--- config.mk ---
export PLATFORM = sky130hd
export DESIGN_NAME = sbic_fifo
export DESIGN_NICKNAME = d
export VERILOG_FILES = /design/src/rtl/sbic_fifo.sv
export SDC_FILE = /design/constraint.sdc
export NUM_CORES = 1
export LEC_CHECK = 0
export ABC_AREA = 1
export BUFFER_PORTS_ARGS = -buffer_cell sky130_fd_sc_hd__buf_2
export CAP_MARGIN = 5
export CORE_MARGIN = 2
export CORE_UTILIZATION = 52
export CTS_BUF_LIST = sky130_fd_sc_hd__clkbuf_4 sky130_fd_sc_hd__clkbuf_8
export DETAILED_ROUTE_END_ITERATION = 8
export HOLD_SLACK_MARGIN = 0.1
export PLACE_DENSITY = 0.9
export REMOVE_ABC_BUFFERS = 1
export SYNTH_ARGS = -nofsm -noshare
export SYNTH_HDL_FRONTEND = slang
export SYNTH_SLANG_ARGS = --single-unit
--- constraint.sdc ---
create_clock -name clk -period 1.53 [get_ports clk]
set_clock_uncertainty 0.05 [all_clocks]
set_input_delay 0.153 -clock clk [delete_from_list [all_inputs] [get_ports clk]]
set_output_delay 0.153 -clock clk [all_outputs]
set_load 0.005 [all_outputs]
--- src/rtl/sbic_fifo.sv ---
// sbic_fifo: small register queue used between front and back and on the result side
// plain vector payload, push/full and pop/empty
// no package dependencies
module sbic_fifo #(
    parameter int WIDTH  = 8,
    parameter int QDEPTH = 2
) (
    input  logic             clk,
    input  logic             rst_n,
    input  logic             push,
    input  logic [WIDTH-1:0] wdata,
    output logic             full,
    input  logic             pop,
    output logic [WIDTH-1:0] rdata,
    output logic             empty
);

    localparam int PTR_W = (QDEPTH > 1) ? $clog2(QDEPTH) : 1;
    localparam int CNT_W = $clog2(QDEPTH + 1);

    logic [WIDTH-1:0] slot_reg [QDEPTH];
    logic [PTR_W-1:0] wr_ptr_reg, wr_ptr_next;
    logic [PTR_W-1:0] rd_ptr_reg, rd_ptr_next;
    logic [CNT_W-1:0] count_reg, count_next;
    logic             do_push, do_pop;

    assign full    = (count_reg == CNT_W'(QDEPTH));
    assign empty   = (count_reg == '0);
    assign do_push = push && !full;
    assign do_pop  = pop && !empty;
    assign rdata   = slot_reg[rd_ptr_reg];

    always_comb
    begin
        wr_ptr_next = wr_ptr_reg;
        rd_ptr_next = rd_ptr_reg;
        count_next  = count_reg;
        if (do_push)
        begin
            wr_ptr_next = (wr_ptr_reg == PTR_W'(QDEPTH - 1)) ? '0 : wr_ptr_reg + 1'b1;
        end
        if (do_pop)
        begin
            rd_ptr_next = (rd_ptr_reg == PTR_W'(QDEPTH - 1)) ? '0 : rd_ptr_reg + 1'b1;
        end
        if (do_push && !do_pop)
        begin
            count_next = count_reg + 1'b1;
        end
        else if (do_pop && !do_push)
        begin
            count_next = count_reg - 1'b1;
        end
    end

    always_ff @(posedge clk or negedge rst_n)
    begin
        if (!rst_n)
        begin
            wr_ptr_reg <= '0;
            rd_ptr_reg <= '0;
            count_reg  <= '0;
        end
        else
        begin
            wr_ptr_reg <= wr_ptr_next;
            rd_ptr_reg <= rd_ptr_next;
            count_reg  <= count_next;
        end
    end

    always_ff @(posedge clk)
    begin
        if (do_push)
        begin
            slot_reg[wr_ptr_reg] <= wdata;
        end
    end

endmodule

Yosys cells after proc, flatten, opt, wreduce, memory -nomap -nowiden
Memories as Yosys holds them, arrays and structs flattened.
Index checks and enable logic that the tools add are counted.

word-level totals
  RAM bits = 16
  logic and storage cells = 25
  input port bits = 12
  memories = 1
  register bits after elaboration = 4
  output and inout bits = 10
  bits in read-only memories = 0
  latch bits = 0

memories
  name      words  bits a word  rd ports  clocked after memory_dff  write ports  RTL line  RTL
  slot_reg  2      8            1         0                         1            21        logic [WIDTH-1:0] slot_reg [QDEPTH];

operators by class
  add/subtract/negate cells = 4
  eq/ne operators = 1
  mux-type cells = 6
  magnitude comparators = 0
  bitwise operators = 0
  multiply operators = 0
  divide/modulo/power cells = 0
  shifts and indexed selects = 0
  reductions and logical operators = 10

operators by type and width
  cell                 number
  $logic_and 1x1->1    4
  $logic_not 1->1      4
  $mux 1               4
  $mux 2               2
  $add 1x1->1 const B  2
  $add 2x1->2 const B  1
  $eq 2x2->1 const B   1
  $logic_not 2->1      1
  $reduce_bool 2->1    1
  $sub 2x1->2 const B  1

Longest topological paths before layout
  depth after elaboration = 7
  gate-level depth with buffers = 9
  gate-level depth less buffers = 9

Worst setup path before layout
Ideal clock, no wire load.

  path kind = register to register
  from = register count_reg[1]
  to = memory slot_reg[1][0], enable pin
  required time = 1.109 ns
  library setup time = 0.371 ns
  slack = 0.158 ns
  clock period less this slack = 1.372 ns
  stages on the path, launching flop included = 4
  arrival = 0.951 ns
  path through = dfrtp_1 inv_1 o21ai_0 nor2_1

on the way
  word-level cells in the longest chain between the ends = 5

RTL lines
  element                       RTL line  RTL
  start, declared               24        logic [CNT_W-1:0] count_reg, count_next;
  start signal, assigned        68        count_reg <= count_next;
  $eq 2x2->1                    27        assign full = (count_reg == CNT_W'(QDEPTH));
  $logic_not 1->1               29        assign do_push = push && !full;
  $logic_and 1x1->1             29
  $mux 1                        74        if (do_push)
  $mux 1 (not written as such)  76        slot_reg[wr_ptr_reg] <= wdata;
  end, declared                 21

Every way passes these cells.

Worst setup path after layout
  from = register count_reg[1]
  to = register count_reg[1]

on the way
  word-level cells in the longest chain between the ends = 6
  elaborated cells on any way between the ends = 15
  those cells by class = 2 x add/sub; 1 x eq/ne; 2 x mux; 10 x reduce/logical

RTL lines
  element                                                              RTL line
  $eq 2x2->1 / $logic_not 2->1 (equally long branches)                 27, 28
  $logic_not 1->1 (on tied branches)                                   29, 30
  $logic_and 1x1->1 (on tied branches)                                 29, 30
  $logic_not 1->1 (on tied branches)                                   50, 46
  $logic_and 1x1->1 (on tied branches)                                 50, 46
  $reduce_bool 2->1 (no source line) / $mux 2 (equally long branches)  n/a

Several ways; a longest one is shown, not always the timed one. The select of a mux whose other input is x is not followed.
A chain may end at the register's enable or synchronous reset.

==> flow_summary.yaml <==
floorplanning:
  rows: 14
  dieArea_sq_mm: 0.001888
  core_sq_mm: 0.001489
  die_w_um: 43.46
  fp.dieH_um: 43.46
  initial_core_util: 0.5437
  ios: 22
finish:
  design_area_sq_mm: 0.001092
  largest_reg_flops: 16
  syn_to_final_growth_pct: 34.93
  fillers: 98
  drive_gt1_frac: 0.2870
  n_antenna_cell: 0
  nets: 122
cts:
  cts_made_buffers: 3
  cts_tree: "done"
  clockBufferDepth: 2
  htree_levels: 1
  cts.sinks: 20
  clockRootBuffer: "clkbuf_4"
  clk_latency_ns: 0.31
  clk_pin_slew_worst_paths_ns: 0.11
  post_cts_buffers: 0
timing:
  tightest_slew_ns: 0.3457
  slew_violations: 0
  fin_crit_ns: 1.499
  finalHoldViolCount: 0
  period_share: 0.9795
  rsz0062_at_grt: "yes"
  setup_violations: 0
  slew_headroom: 0.7693
  max_freq_mhz: 667.3
  finalSetupTns_ns: 0
logic_synthesis:
  ys_warn_count: 0
  synth_cell_types: 14
  synth_seq_area_share: 0.7172
  postSynthCellCount: 73
  syn_avg_cell_area_sq_um: 11.09
  synthesis.area_sq_um: 809.5
  synthTopCellsByArea: "edfxtp_1 (59%), nand2_1 (15%), dfrtp_1 (12%)"
  yosysTopAreaCellShare: 0.5935
  ys_ff_latch: 20
  yosys.area.top_type: "edfxtp_1"
detailed_routing:
  vias_per_cell: 5.185
  firstDrtPassIters: 4
  routed_wl_um: 1693
  wl_per_cell_um: 13.65
  vias: 643
  remaining_drc_errors: 0
  antenna_left: 0
  drtIter0Drc: 20
critical_path:
  start_kind: "flop"
  path_class: "flop to flop"
  critPathCaptureType: "flop"
  worst-endpoint-arrival_ns: 1.66
  required_ns: 1.69
  critPathMaxFanout: 4
placement:
  portBuffers: 21
  place_congestion: 0.8637
  placed_area_sq_um: 937.1
  post-dp-hpwl_um: 1125
hold_path:
  hp-class: "input port to asynchronous set/reset pin"
grt:
  grt_pass1_wl_um: 2697
  grt_pass1_vias: 637
  grt_max_degree: 13
  antenna_found_initial: 0
  grt.total_usage: 0.2021
  overflow: 0
pwr:
  ir_drop_mv: 1.318
  power.density_mw_per_mm2: 1799
  leakage_nw: 0.5176
status:
  status: "finished clean"
run:
  maxCapViolations: 0
path summary, 6_finish.rpt:
check | to | depth (start not counted) | slack (ns) | from
setup / recovery | count_reg[1]$_DFFE_PN0P_ | 8 | 0.03 | count_reg[1]$_DFFE_PN0P_
hold / removal | count_reg[0]$_DFFE_PN0P_ | 2 | 0.11 | rst_n
setup reg to reg | count_reg[1]$_DFFE_PN0P_ | 8 | 0.03 | count_reg[1]$_DFFE_PN0P_
hold reg to reg | wr_ptr_reg$_DFFE_PN0N_ | 2 | 0.46 | wr_ptr_reg$_DFFE_PN0N_
max in group asynchronous | rd_ptr_reg$_DFFE_PN0P_ | 2 | 1.20 | rst_n
min in group clk | wr_ptr_reg$_DFFE_PN0N_ | 4 | 0.13 | push
synth_stat cells:
| library cell | count |
|---|---|
| dfrtp_1 | 4 |
| nand2_1 | 33 |
| o21ai_0 | 2 |
| edfxtp_1 | 16 |
| nor2_2 | 2 |
| nand3b_1 | 1 |
| inv_1 | 7 |
| xnor2_1 | 1 |
| nor2_1 | 2 |
| ha_1 | 1 |
| nand4_1 | 1 |
| nand3_1 | 1 |
| inv_2 | 1 |
| buf_2 | 1 |
logic make-up after synthesis:
kind of cell,Yosys count,share of synthesized area
fa+ha+maj,1,0.01545
xor+xnor,1,0.01082
flops,20,0.7172
buf+inv,9,0.04327
compound gates,2,0.01237
simple gates,40,0.2009
worst max-delay path: stages, from the launching register on:
cell and delay (ns):
dfrtp_1 0.43, inv_1 0.10, nor2_2 0.13, nor2_2 0.06, ha_1 0.31, inv_1 0.10, nand3_1 0.09, nand2_1 0.07
nand2_1 0.05
final cells by class:
type / count / area, sq um / area share
Sequential cell: 20 / 583.1 / 0.5338
Multi-Input combinational cell: 44 / 193.9 / 0.1775
Timing Repair Buffer: 32 / 212.7 / 0.1947
Inverter: 8 / 30.03 / 0.02749
Tap cell: 16 / 20.02 / 0.01833
Clock inverter: 1 / 30.03 / 0.02749
Clock buffer: 3 / 22.52 / 0.02062
report_power, final:
| part | switching [mW] | internal, mW | leakage, nW |
|---|---|---|---|
| Sequential | 0.112 | 0.761 | 0.195 |
| Combinational | 0.386 | 0.268 | 0.295 |
| Clock | 0.171 | 0.265 | 0.0279 |
| Total | 0.670 | 1.29 | 0.518 |
cell usage in the layout, fill, tap and decap left out, types with 2 or more instances in the layout:
master         instances
nand2_1               33
buf_2                 21
edfxtp_1              16
dlygate4sd3_1         10
inv_1                  7
clkbuf_4               3
nor2_1                 2
nor2_2                 2
dfrtp_2                2
dfrtp_1                2
metrics by stage:
step / worst slack, ns / hold WS (ns) / instances / util / power (mW)
4_1_cts: 0.006149 / 0.1130 / 124 / 0.7319 / 1.952
2_1_floorplan: 0.1584 / -0.1926 / 72 / - / 1.217
5_1_grt: -0.003045 / 0.1271 / 124 / 0.7336 / 2.069
3_3_place_gp: 0.1703 / -0.08604 / 110 / 0.6294 / 1.432
3_5_place_dp: 0.05298 / -0.08787 / 110 / 0.6294 / 1.494
6_report: 0.03136 / 0.1065 / 124 / 0.7336 / 1.965
routing by layer:
layer | global-route usage | part of all wire | up-vias
li1 | - | - | 305
met1 | 0.2493 | 0.39 | 310
met2 | 0.3552 | 0.56 | 25
met3 | 0.01250 | 0.029 | 3
met4 | 0.1091 | 0.016 | 0
met5 | 0 | 0 | -
what timing repair did:
| item | CTS | global route |
|---|---|---|
| hold buffers | 10 | 0 |
| hold endpoints to repair | 21 | 0 |
| resized for setup | 0 | 3 |
| endpoints found under the setup margin | 0 | 12 |
Power figures use the tool's default switching activity.
